$ cat src/design/agkf_pkg.sv
// Shared constants and saturation helpers for the angle/gyro Kalman filter.
package agkf_pkg;

   localparam int COV_W   = 48;
   localparam int COV_FRAC = 40;
   localparam logic signed [COV_W-1:0] COV_ONE = 48'sh0100_0000_0000;
   localparam logic signed [COV_W-1:0] COV_MAX = 48'sh7FFF_FFFF_FFFF;

   localparam logic [31:0] QA_RESET = 32'd4294967;
   localparam logic [31:0] QG_RESET = 32'd12884902;
   localparam logic [31:0] RN_RESET = 32'd2147483648;
   localparam logic [31:0] DT_RESET = 32'd21474836;

   // register indexes on the csr port
   localparam logic [1:0] REG_QA = 2'd0;
   localparam logic [1:0] REG_QG = 2'd1;
   localparam logic [1:0] REG_RN = 2'd2;
   localparam logic [1:0] REG_DT = 2'd3;

   function automatic logic signed [COV_W-1:0] sat48(input logic signed [63:0] v);
      logic signed [COV_W-1:0] r;
      if (v > 64'sh0000_7FFF_FFFF_FFFF) r = COV_MAX;
      else if (v < -64'sh0000_8000_0000_0000) r = -COV_MAX - 48'sd1;
      else r = v[COV_W-1:0];
      return r;
   endfunction

   function automatic logic signed [31:0] sat32(input logic signed [63:0] v);
      logic signed [31:0] r;
      if (v > 64'sh0000_0000_7FFF_FFFF) r = 32'sh7FFF_FFFF;
      else if (v < -64'sh0000_0000_8000_0000) r = 32'sh8000_0000;
      else r = v[31:0];
      return r;
   endfunction

endpackage

$ cat src/design/agkf_mul.sv
// Shared multiplier: rounded signed product built from 32x32 partial products.
module agkf_mul import agkf_pkg::*; (
   input  logic               clock,
   input  logic               reset,
   input  logic               mul_start,
   input  logic signed [63:0] mul_a,
   input  logic signed [63:0] mul_b,
   input  logic               mul_sh40,
   output logic               mul_done,
   output logic signed [63:0] mul_res
);

   logic [49:0]  ua_ff, ua_in, ub_ff, ub_in;
   logic         neg_ff, neg_in, sh40_ff, sh40_in;
   logic [99:0]  acc_ff, acc_in;
   logic [63:0]  prod_ff, prod_in;
   logic [1:0]   pshift_ff, pshift_in;
   logic [2:0]   cnt_ff, cnt_in;
   logic         busy_ff, busy_in, done_ff, done_in;
   logic signed [63:0] res_ff, res_in;

   logic [63:0]  mag_a, mag_b;
   logic [31:0]  a_half, b_half;
   logic [99:0]  shifted, rnd, sum, mag_q;
   logic [62:0]  m63;

   always_comb begin
      mag_a = mul_a[63] ? 64'(-mul_a) : 64'(mul_a);
      mag_b = mul_b[63] ? 64'(-mul_b) : 64'(mul_b);
      a_half = cnt_ff[1] ? {14'd0, ua_ff[49:32]} : ua_ff[31:0];
      b_half = cnt_ff[0] ? {14'd0, ub_ff[49:32]} : ub_ff[31:0];
      prod_in = a_half * b_half;
      case (pshift_ff)
         2'd0:    shifted = {36'd0, prod_ff};
         2'd1:    shifted = {4'd0, prod_ff, 32'd0};
         default: shifted = {prod_ff[35:0], 64'd0};
      endcase
      rnd = sh40_ff ? (100'd1 << 39) : (100'd1 << 31);
      sum = acc_ff + rnd;
      mag_q = sh40_ff ? (sum >> 40) : (sum >> 32);
      m63 = (|mag_q[99:63]) ? {63{1'b1}} : mag_q[62:0];

      ua_in = ua_ff; ub_in = ub_ff; neg_in = neg_ff; sh40_in = sh40_ff;
      acc_in = acc_ff; pshift_in = pshift_ff; cnt_in = cnt_ff;
      busy_in = busy_ff; done_in = 1'b0; res_in = res_ff;
      if (mul_start) begin
         ua_in = mag_a[49:0];
         ub_in = mag_b[49:0];
         neg_in = mul_a[63] ^ mul_b[63];
         sh40_in = mul_sh40;
         acc_in = '0;
         cnt_in = '0;
         busy_in = 1'b1;
      end else if (busy_ff) begin
         pshift_in = 2'(cnt_ff[1]) + 2'(cnt_ff[0]);
         if (cnt_ff != 3'd0 && cnt_ff <= 3'd4) acc_in = acc_ff + shifted;
         cnt_in = cnt_ff + 3'd1;
         if (cnt_ff == 3'd5) begin
            res_in = neg_ff ? -$signed({1'b0, m63}) : $signed({1'b0, m63});
            done_in = 1'b1;
            busy_in = 1'b0;
         end
      end
   end

   always_ff @(posedge clock) begin
      ua_ff <= ua_in; ub_ff <= ub_in; neg_ff <= neg_in; sh40_ff <= sh40_in;
      acc_ff <= acc_in; prod_ff <= prod_in; pshift_ff <= pshift_in;
      cnt_ff <= cnt_in; res_ff <= res_in;
      if (reset) begin
         busy_ff <= 1'b0;
         done_ff <= 1'b0;
      end else begin
         busy_ff <= busy_in;
         done_ff <= done_in;
      end
   end

   assign mul_done = done_ff;
   assign mul_res = res_ff;

endmodule

$ cat config.mk
export PLATFORM = sky130hd
export DESIGN_NAME = agkf_mul
export DESIGN_NICKNAME = d
export VERILOG_FILES = /design/src/design/agkf_pkg.sv /design/src/design/agkf_mul.sv
export SDC_FILE = /design/constraint.sdc
export NUM_CORES = 2
export LEC_CHECK = 0
export BUFFER_PORTS_ARGS = -buffer_cell sky130_fd_sc_hd__buf_2
export CAP_MARGIN = 0
export CORE_AREA = 3 3 314 316
export CTS_CLUSTER_DIAMETER = 200
export DETAILED_ROUTE_END_ITERATION = 10
export DIE_AREA = 0 0 317 319
export PLACE_DENSITY = 0.79
export SLEW_MARGIN = 40
export SYNTH_ARGS = -nofsm -noshare
export SYNTH_HDL_FRONTEND = slang
export SYNTH_SLANG_ARGS = --single-unit
$ cat constraint.sdc
create_clock -name clock -period 8.6 [get_ports clock]
set_input_delay 0.86 -clock clock [delete_from_list [all_inputs] [get_ports clock]]
set_output_delay 0.86 -clock clock [all_outputs]
set_load 0.01 [all_outputs]
==> flow_metrics.py <==
metrics = {
    "setup_path": {
        "start_kind": "register",
        "slowest_delay_ns": 0.54,
        "cpMostUsedCell": "fa_1",
        "crit_slowest_cell": "fa_1",
        "cp-end-kind": "register",
        "crit_required_ns": 9.16,
        "r2r_start": "cnt_ff[0]",
        "path_max_fanout": 15,
        "cp.arrival_ns": 8.86,
        "rr_worst_depth": 29,
        "crit_type": "register to register",
        "startpoint": "cnt_ff[0]",
    },
    "logic_synthesis": {
        "avgSynthCellArea_um2": 8.593,
        "yosysUniqueCellTypes": 97,
        "ys_ff_latch": 337,
        "synth_edf_count": 168,
        "synth_area_leaders": "fa_1, edfxtp_1, ha_1",
        "ys.flop_type": "dfxtp_1",
        "yosys_warnings": 0,
        "yosysSeqAreaShare_pct": 14.92,
        "synthCells": 6574,
        "synth_most_common_cell": "inv_1",
        "synth_area_mm2": 0.05649,
        "mappedNetlistNets": 7973,
        "synth_top_area_share_pct": 31.79,
        "synth_top_area_cell": "fa_1",
        "async_flop_share_pct": 0,
        "netlist_top_cells_count": "inv_1, fa_1, nand2_1",
    },
    "worst_hold_path": {
        "min_path_cells": 1,
        "min_from": "mul_sh40",
        "hp-class": "primary input to register",
    },
    "routing": {
        "drt_iter0_markers": 4283,
        "drcViolationCount": 0,
        "ant_nets": 0,
        "avgRoutedWirePerCell_um": 24.42,
        "first_pass_iters": 8,
        "via_count": 48610,
        "via_per_inst": 6.068,
        "totalWireLength_um": 195600,
    },
    "placed_design": {
        "port_buffers": 170,
        "dp_hpwl_um": 159400,
        "place.gp.congestion": 1.056,
        "pre_cts_slack_ns": 0.003679,
    },
    "status": {
        "outcome": "finished clean",
    },
    "sta": {
        "final.setup.tns_ns": 0,
        "hold_viol_final": 0,
        "period_minus_slack_ns": 8.309,
        "post-route-period-util_pct": 96.62,
        "slew_headroom_pct": 41.77,
        "tightest_slew_ns": 0.8676,
        "skew_ns": 0.03839,
        "rsz0062_at_grt": "false",
        "setup_slack_ns": 0.2910,
        "drv_slew": 0,
        "setup_viol": 0,
        "fmax_mhz": 120.4,
    },
    "layout": {
        "fillers": 8046,
        "layout.nets": 8100,
        "postLayoutCoreUtil_pct": 64.34,
        "drive_gt1_share_pct": 10.01,
        "syn_to_final_growth_pct": 9.664,
        "regArea_mm2": 0.008436,
        "multiInputGateArea_mm2": 0.04355,
    },
    "clock_network": {
        "cts_max_path_buffers": 3,
        "cts-root-buf": "clkbuf_16",
        "clock-sinks": 337,
        "h-tree-depth": 2,
        "clkSlewWorstSetupHoldPaths_ns": 0.06,
        "cts_tree": "built",
        "cts-buffers-inserted": 41,
        "clock_latency_ns": 0.63,
    },
    "floorplanning": {
        "fp.dieArea_mm2": 0.1011,
        "fp-row-count": 114,
        "core_mm2": 0.09628,
        "io_pins": 197,
        "start_util_pct": 58.67,
        "die_h_um": 319,
        "die_w_um": 317,
    },
    "global_routing": {
        "grt_pass1_wl_um": 293200,
        "grt_max_degree": 112,
        "grt-ovfl-total": 0,
        "grt_pass1_vias": 49710,
        "antenna_found_initial": 5,
        "grtUsageTotal_pct": 38.59,
    },
    "job": {
        "maxCapViolations": 0,
    },
}
==> placed cells by master (no fill, tap or decap), types with 40 or more instances in the layout <==
cell       instances
a21o_1           113
a21oi_1          275
and2_1            53
and3_1            42
buf_2            169
buf_4            228
clkbuf_16         45
dfxtp_1          167
edfxtp_1         168
fa_1             892
ha_1             370
inv_1            939
mux2i_1           68
nand2_1          823
nand3_1          109
nand4_1           77
nor2_1           793
nor2b_1           40
nor3_1            70
o21ai_0          179
o21bai_1          44
o31ai_1           55
or3_1             41
xnor2_1          229
xor2_1           115
==> state kept, by name, summed over array words and instances, names as in the netlist, 2 cells and up <==
signal	count
cnt_ff	3
ua_ff	50
pshift_ff	2
prod_ff	64
mul_res	64
ub_ff	50
acc_ff	100
==> final cells by class <==
type	instances	share of cell area [%]
flip-flops and latches	337	13.62
diodes	1	0.004039
multi-input cells	4931	70.29
well taps	1276	2.577
inverters	945	5.740
clock inverters	27	0.5110
repair inverters	1	0.008079
repair buffers	444	5.536
clock buffers	48	1.715
==> path summary, 6_finish.rpt <==
kind                                    end  slack, ns
worst min-delay path                sh40_ff       0.40
worst min register to register   acc_ff[24]       0.46
worst max-delay path            prod_ff[62]       0.29
worst max register to register  prod_ff[62]       0.29
==> metrics by stage <==
step / hold WS [ns] / area [µm²] / instances
after global routing: 0.3897 / 61950 / 8009
after CTS: 0.3835 / 61480 / 7996
after detailed placement: 0.4515 / 60100 / 7921
after global placement: 0.4436 / 60070 / 7921
final: 0.4037 / 61950 / 8010
after floorplan: 0.4362 / 56510 / 6574
==> layer usage <==
metal  share of wire, %  global-route usage [%]  routed length [µm]  vias up
met5              0.014                       0                  27        -
met4                9.9                   29.98               19460        4
met3                9.8                   8.954               19270      769
met2                 45                   61.58               88730     2708
met1                 35                   44.86               68150    23640
li1                   -                       -                   -    21490
==> worst max-delay path, delay by kind of cell (launching register included) <==
| family | cells | cell delay, ns |
|---|---|---|
| xor gates and xnor gates | 1 | 0.15 |
| buffers and inverters | 7 | 1.01 |
| muxes | 1 | 0.33 |
| AOI/OAI and AO/OA | 8 | 1.67 |
| DFF | 1 | 0.45 |
| and+or+nand+nor | 3 | 0.35 |
| adders and majority gates | 9 | 4.25 |
==> timing repair <==
item / in CTS / in global routing
pin swaps: 0 / 5
setup buffers: 0 / 8
hold buffers: 0 / 0
gates resized for setup: 1 / 63
endpoints found under the setup margin: 1 / 16
gates cloned: 0 / 5
hold endpoints to repair: 0 / 0
==> logic make-up after synthesis <==
group,share of synthesized area (%)
and+or+nand+nor,17.44
muxes,2.527
AOI/OAI and AO/OA,11.07
buffers and inverters,8.722
xor gates and xnor gates,5.333
adders and majority gates,39.98
DFF,14.92
Power is left out: the tool's default activity adds up to more than one toggle a clock period on the data nets, which glitch-free logic cannot reach.
