--- src/design/agkf_pkg.sv ---
// Shared constants and saturation helpers for the angle/gyro Kalman filter.
package agkf_pkg;

   localparam int COV_W   = 48;
   localparam int COV_FRAC = 40;
   localparam logic signed [COV_W-1:0] COV_ONE = 48'sh0100_0000_0000;
   localparam logic signed [COV_W-1:0] COV_MAX = 48'sh7FFF_FFFF_FFFF;

   localparam logic [31:0] QA_RESET = 32'd4294967;
   localparam logic [31:0] QG_RESET = 32'd12884902;
   localparam logic [31:0] RN_RESET = 32'd2147483648;
   localparam logic [31:0] DT_RESET = 32'd21474836;

   // register indexes on the csr port
   localparam logic [1:0] REG_QA = 2'd0;
   localparam logic [1:0] REG_QG = 2'd1;
   localparam logic [1:0] REG_RN = 2'd2;
   localparam logic [1:0] REG_DT = 2'd3;

   function automatic logic signed [COV_W-1:0] sat48(input logic signed [63:0] v);
      logic signed [COV_W-1:0] r;
      if (v > 64'sh0000_7FFF_FFFF_FFFF) r = COV_MAX;
      else if (v < -64'sh0000_8000_0000_0000) r = -COV_MAX - 48'sd1;
      else r = v[COV_W-1:0];
      return r;
   endfunction

   function automatic logic signed [31:0] sat32(input logic signed [63:0] v);
      logic signed [31:0] r;
      if (v > 64'sh0000_0000_7FFF_FFFF) r = 32'sh7FFF_FFFF;
      else if (v < -64'sh0000_0000_8000_0000) r = 32'sh8000_0000;
      else r = v[31:0];
      return r;
   endfunction

endpackage

--- src/design/agkf_div.sv ---
// Bit-serial restoring divider for the gain: num * 2^40 / den, clamped.
module agkf_div import agkf_pkg::*; (
   input  logic                    clock,
   input  logic                    reset,
   input  logic                    div_start,
   input  logic signed [COV_W-1:0] div_num,
   input  logic signed [COV_W:0]   div_den,
   output logic                    div_done,
   output logic signed [COV_W-1:0] div_res
);

   localparam int ITER = COV_FRAC + COV_W;

   logic [COV_W-1:0] num_ff, num_in, q_ff, q_in;
   logic [COV_W:0]   d_ff, d_in, r_ff, r_in;
   logic             ovf_ff, ovf_in, neg_ff, neg_in;
   logic [6:0]       cnt_ff, cnt_in;
   logic             busy_ff, busy_in, done_ff, done_in;
   logic signed [COV_W-1:0] res_ff, res_in;

   logic [COV_W+1:0] r_sh;
   logic             ge;
   logic [COV_W-1:0] qmag;

   always_comb begin
      r_sh = {r_ff, num_ff[COV_W-1]};
      ge = r_sh >= {1'b0, d_ff};
      qmag = '0;

      num_in = num_ff; q_in = q_ff; d_in = d_ff; r_in = r_ff;
      ovf_in = ovf_ff; neg_in = neg_ff; cnt_in = cnt_ff;
      busy_in = busy_ff; done_in = 1'b0; res_in = res_ff;
      if (div_start) begin
         num_in = div_num[COV_W-1] ? COV_W'(-div_num) : COV_W'(div_num);
         d_in = div_den[COV_W] ? (COV_W+1)'(-div_den) : (COV_W+1)'(div_den);
         neg_in = div_num[COV_W-1] ^ div_den[COV_W];
         r_in = '0; q_in = '0; ovf_in = 1'b0; cnt_in = '0;
         busy_in = 1'b1;
      end else if (busy_ff) begin
         num_in = {num_ff[COV_W-2:0], 1'b0};
         r_in = ge ? (COV_W+1)'(r_sh - {1'b0, d_ff}) : r_sh[COV_W:0];
         q_in = {q_ff[COV_W-2:0], ge};
         // anything pushed past the top bit already exceeds the clamp
         ovf_in = ovf_ff | q_ff[COV_W-1];
         cnt_in = cnt_ff + 7'd1;
         if (cnt_ff == 7'(ITER - 1)) begin
            qmag = (ovf_in || q_in[COV_W-1]) ? COV_MAX : q_in;
            res_in = neg_ff ? -$signed(qmag) : $signed(qmag);
            done_in = 1'b1;
            busy_in = 1'b0;
         end
      end
   end

   always_ff @(posedge clock) begin
      num_ff <= num_in; q_ff <= q_in; d_ff <= d_in; r_ff <= r_in;
      ovf_ff <= ovf_in; neg_ff <= neg_in; cnt_ff <= cnt_in; res_ff <= res_in;
      if (reset) begin
         busy_ff <= 1'b0;
         done_ff <= 1'b0;
      end else begin
         busy_ff <= busy_in;
         done_ff <= done_in;
      end
   end

   assign div_done = done_ff;
   assign div_res = res_ff;

endmodule

--- config.mk ---
export PLATFORM = sky130hd
export DESIGN_NAME = agkf_div
export DESIGN_NICKNAME = d
export VERILOG_FILES = /design/src/design/agkf_pkg.sv /design/src/design/agkf_div.sv
export SDC_FILE = /design/constraint.sdc
export NUM_CORES = 1
export LEC_CHECK = 0
export ABC_AREA = 1
export BUFFER_PORTS_ARGS = -buffer_cell sky130_fd_sc_hd__buf_2
export CELL_PAD_IN_SITES_DETAIL_PLACEMENT = 0
export CELL_PAD_IN_SITES_GLOBAL_PLACEMENT = 2
export CORE_ASPECT_RATIO = 1.4
export CORE_UTILIZATION = 37
export DETAILED_ROUTE_END_ITERATION = 7
export GPL_TIMING_DRIVEN = 0
export PLACE_DENSITY_LB_ADDON = 0.05
export SETUP_SLACK_MARGIN = 0.02
export SLEW_MARGIN = 20
export SYNTH_ARGS = -nofsm -noshare
export SYNTH_HDL_FRONTEND = slang
export SYNTH_SLANG_ARGS = --single-unit
--- constraint.sdc ---
create_clock -name clock -period 9.18 [get_ports clock]
set_clock_uncertainty 0.05 [all_clocks]
set_input_delay 0.918 -clock clock [delete_from_list [all_inputs] [get_ports clock]]
set_output_delay 0.918 -clock clock [all_outputs]
set_load 0.02 [all_outputs]
==> results.sh <==
export IMPL_status="finished clean"
export IMPL_grt_total_usage=0.259
export IMPL_clkPwrFrac=0.428
export IMPL_cts_made_buffers=29
export IMPL_worstSetupStartpointType="register"
export IMPL_grt_pass1_wl_um=93200
export IMPL_clock_sinks=253
export IMPL_vias=16325
export IMPL_avgSynthCellArea_um2=7.08
export IMPL_area_growth_pct=14.7
export IMPL_cts_tree="done"
export IMPL_setup_violations=0
export IMPL_clock_fmax_mhz=300
export IMPL_critical_path_top_delay_family="simple AND/OR/NAND/NOR gates"
export IMPL_p_leak_nw=9.40
export IMPL_power_w=0.00284
export IMPL_p_int_w=0.00209
export IMPL_worstPathRequired_ps=9470
export IMPL_hold_violations=0
export IMPL_drc_errors=0
export IMPL_row_count=93
export IMPL_grt_max_degree=56
export IMPL_setup_tns_ps=0
export IMPL_seqPwrFrac=0.448
export IMPL_hpwlAfterDp_um=50000
export IMPL_slew_violations=0
export IMPL_synth_seq_cells=253
export IMPL_endpoint_kind="register"
export IMPL_ios=149
export IMPL_synthTopCellsByArea="edfxtp_1 25%, nand2_1 13%, dfxtp_1 12%, inv_1 7.3%, nor2_1 6.9%"
export IMPL_hp_class="reg2reg"
export IMPL_critPathKind="reg2reg"
export IMPL_post_cts_buffers=0
export IMPL_cts_htree_levels=1
export IMPL_coreArea_um2=46100
export IMPL_power_density_nw_per_um2=143
export IMPL_ys_warn_count=0
export IMPL_drtIter0Drc=715
export IMPL_dp_cells=3207
export IMPL_cts_root_buf="clkbuf_16"
export IMPL_cts_resized_gates=0
export IMPL_irDropWorstVdd_mv=0.135
export IMPL_cts_max_path_buffers=3
export IMPL_ys_flop_type="edfxtp_1"
export IMPL_relSlewSlack=0.427
export IMPL_io_buffers=147
export IMPL_final_antenna_net_count=0
export IMPL_fp_dieH_um=258
export IMPL_die_x_um=185
export IMPL_cp_common_cell="nand2_1"
export IMPL_cts_reportedPaths_clkPinSlew_ps=60
export IMPL_crit_chain="inv_1 -> ha_1 -> a21oi_1 -> nand2_1 -> nand2_1 -> nand2_1 -> nand2_1 -> a21boi_1 -> nor2_2 -> nand4_2 -> nor2_1 -> o21ai_0 -> nand2_1 -> inv_1"
export IMPL_drive_gt1_frac=0.106
export IMPL_switching_share=0.264
export IMPL_tightestPinTransition_ps=859
export IMPL_layout_commonest_cell="nand2_1"
export IMPL_start_util=0.375
export IMPL_nNetsFinal=2774
export IMPL_dr_pass1_iters=5
export IMPL_clk_latency_ps=590
export IMPL_switchingPower_w=0.000751
export IMPL_ys_seq_area_frac=0.378
export IMPL_rsz0062_at_grt="no"
export IMPL_grt_overflow_total=0
export IMPL_drv_cap=0
export IMPL_synth_top_area_frac=0.254
export IMPL_fin_crit_sh=0.363
export IMPL_routabilityCongestion=0.964
export IMPL_async_flop_share=0
export IMPL_synth_top_area_cell="edfxtp_1"
export IMPL_vias_per_cell=5.01
export IMPL_path_buf_inv=2
export IMPL_antenna_found_initial=0
export IMPL_netlist_instances=2441
export IMPL_grt_pass1_vias=16558
export IMPL_antennaDiodeCount=0
export IMPL_die_area_um2=47600
export IMPL_syn_nets=2594
export IMPL_p_comb_frac=0.124
export IMPL_stdcell_count=3260
export IMPL_routedWlPerCell_um=18.8
export IMPL_final_cell_mix="611 x nand2_1, 334 x inv_1, 318 x nor2_1"
export IMPL_period_minus_slack_ps=3330
export IMPL_worst_path_max_delay_cell="nor2_1"
export IMPL_cts_hold_buf=0
export IMPL_crit_arrival_ps=3620
export IMPL_wirelength_um=61300
export IMPL_critPathMaxStageDelay_ps=580
export IMPL_synth_edf_count=146
export IMPL_synth_distinct_cells=56
export IMPL_synth_area_um2=17300
export IMPL_critical_path_max_fanout=6
==> cell usage after synthesis, drive strengths merged (6+ instances only) <==
| cell | number |
|---|---|
| a21o | 6 |
| a21oi | 84 |
| a31oi | 23 |
| buf | 21 |
| clkbuf | 46 |
| dfxtp | 107 |
| edfxtp | 146 |
| ha | 52 |
| inv | 345 |
| nand2 | 618 |
| nand3 | 104 |
| nand3b | 10 |
| nand4 | 44 |
| nor2 | 338 |
| nor3 | 51 |
| nor4 | 22 |
| o211ai | 7 |
| o21ai | 184 |
| o21bai | 14 |
| o22ai | 50 |
| or2 | 10 |
| xnor2 | 39 |
| xor2 | 98 |
==> stage by stage <==
stage / setup WS [ps] / hold WS (ps) / area [um^2] / util
CTS: 5890 / 421 / 19800 / 0.430
floorplan: 5210 / 390 / 17300 / -
global placement: 3230 / 409 / 18800 / 0.408
global route: 5760 / 440 / 19800 / 0.430
finish: 5850 / 416 / 19800 / 0.430
detailed placement: 5500 / 410 / 18900 / 0.409
==> layout make-up <==
type | instances | area, um^2
Inverter | 346 | 1300
Tap cell | 617 | 772
Buffer | 67 | 328
Fill cell | 4998 | 26200
Multi-Input combinational cell | 1775 | 9140
Sequential cell | 253 | 6530
Timing Repair Buffer | 149 | 786
Clock inverter | 14 | 213
Clock buffer | 39 | 763
==> worst paths after layout <==
path / start / endpoint / slack (ps) / cells past startpoint
worst min register to register: r_ff[38]$_SDFFE_PP0P_ / r_ff[38]$_SDFFE_PP0P_ / 420 / 2
worst max register to register: d_ff[21]$_DFFE_PP_ / div_res[12]$_DFFE_PP_ / 5850 / 14
worst max-delay path: d_ff[21]$_DFFE_PP_ / div_res[12]$_DFFE_PP_ / 5850 / 14
worst min-delay path: r_ff[38]$_SDFFE_PP0P_ / r_ff[38]$_SDFFE_PP0P_ / 420 / 2
==> metal layers <==
metal  vias to the layer above  GRT usage  wire, um
li1                       8324          -         -
met1                      7505      0.290     24500
met2                       365      0.480     31200
met3                       131     0.0210      1950
met4                         0      0.145      3670
met5                         -          0         0
==> flip-flops by register name (all words and copies together) (netlist names) <==
register / cells
num_ff: 48
neg_ff: 1
ovf_ff: 1
d_ff: 49
busy_ff: 1
div_done: 1
q_ff: 48
div_res: 48
r_ff: 49
cnt_ff: 7
==> power by group through the flow <==
stage	Sequential, W	Combinational [W]	Clock (W)
after floorplan	0.00129	0.000217	0
after global placement	0.00130	0.000350	0
after detailed placement	0.00130	0.000352	0
after CTS	0.00127	0.000354	0.00125
after global routing	0.00128	0.000393	0.00129
final	0.00127	0.000352	0.00122
==> cells by family (layout without fill, tap and decap cells) <==
logic type / after synthesis / count (layout) / synth area share
flip-flops: 253 / 253 / 0.378
AO/OA/AOI/OAI: 378 / 378 / 0.122
XOR/XNOR: 137 / 137 / 0.0694
AND/OR/NAND/NOR: 1207 / 1207 / 0.298
adder cells (fa/ha/maj): 53 / 53 / 0.0388
buffers and inverters: 413 / 615 / 0.0939
==> worst reg2reg max path, delay by kind of cell, from the launching register on <==
kind / cells / cell delay [ps]
and+or+nand+nor: 8 / 1640
AOI/OAI and AO/OA: 3 / 520
DFF: 1 / 370
adders and majority gates: 1 / 320
buffers and inverters: 2 / 190
Note: power is estimated with default switching activity, not from simulation.
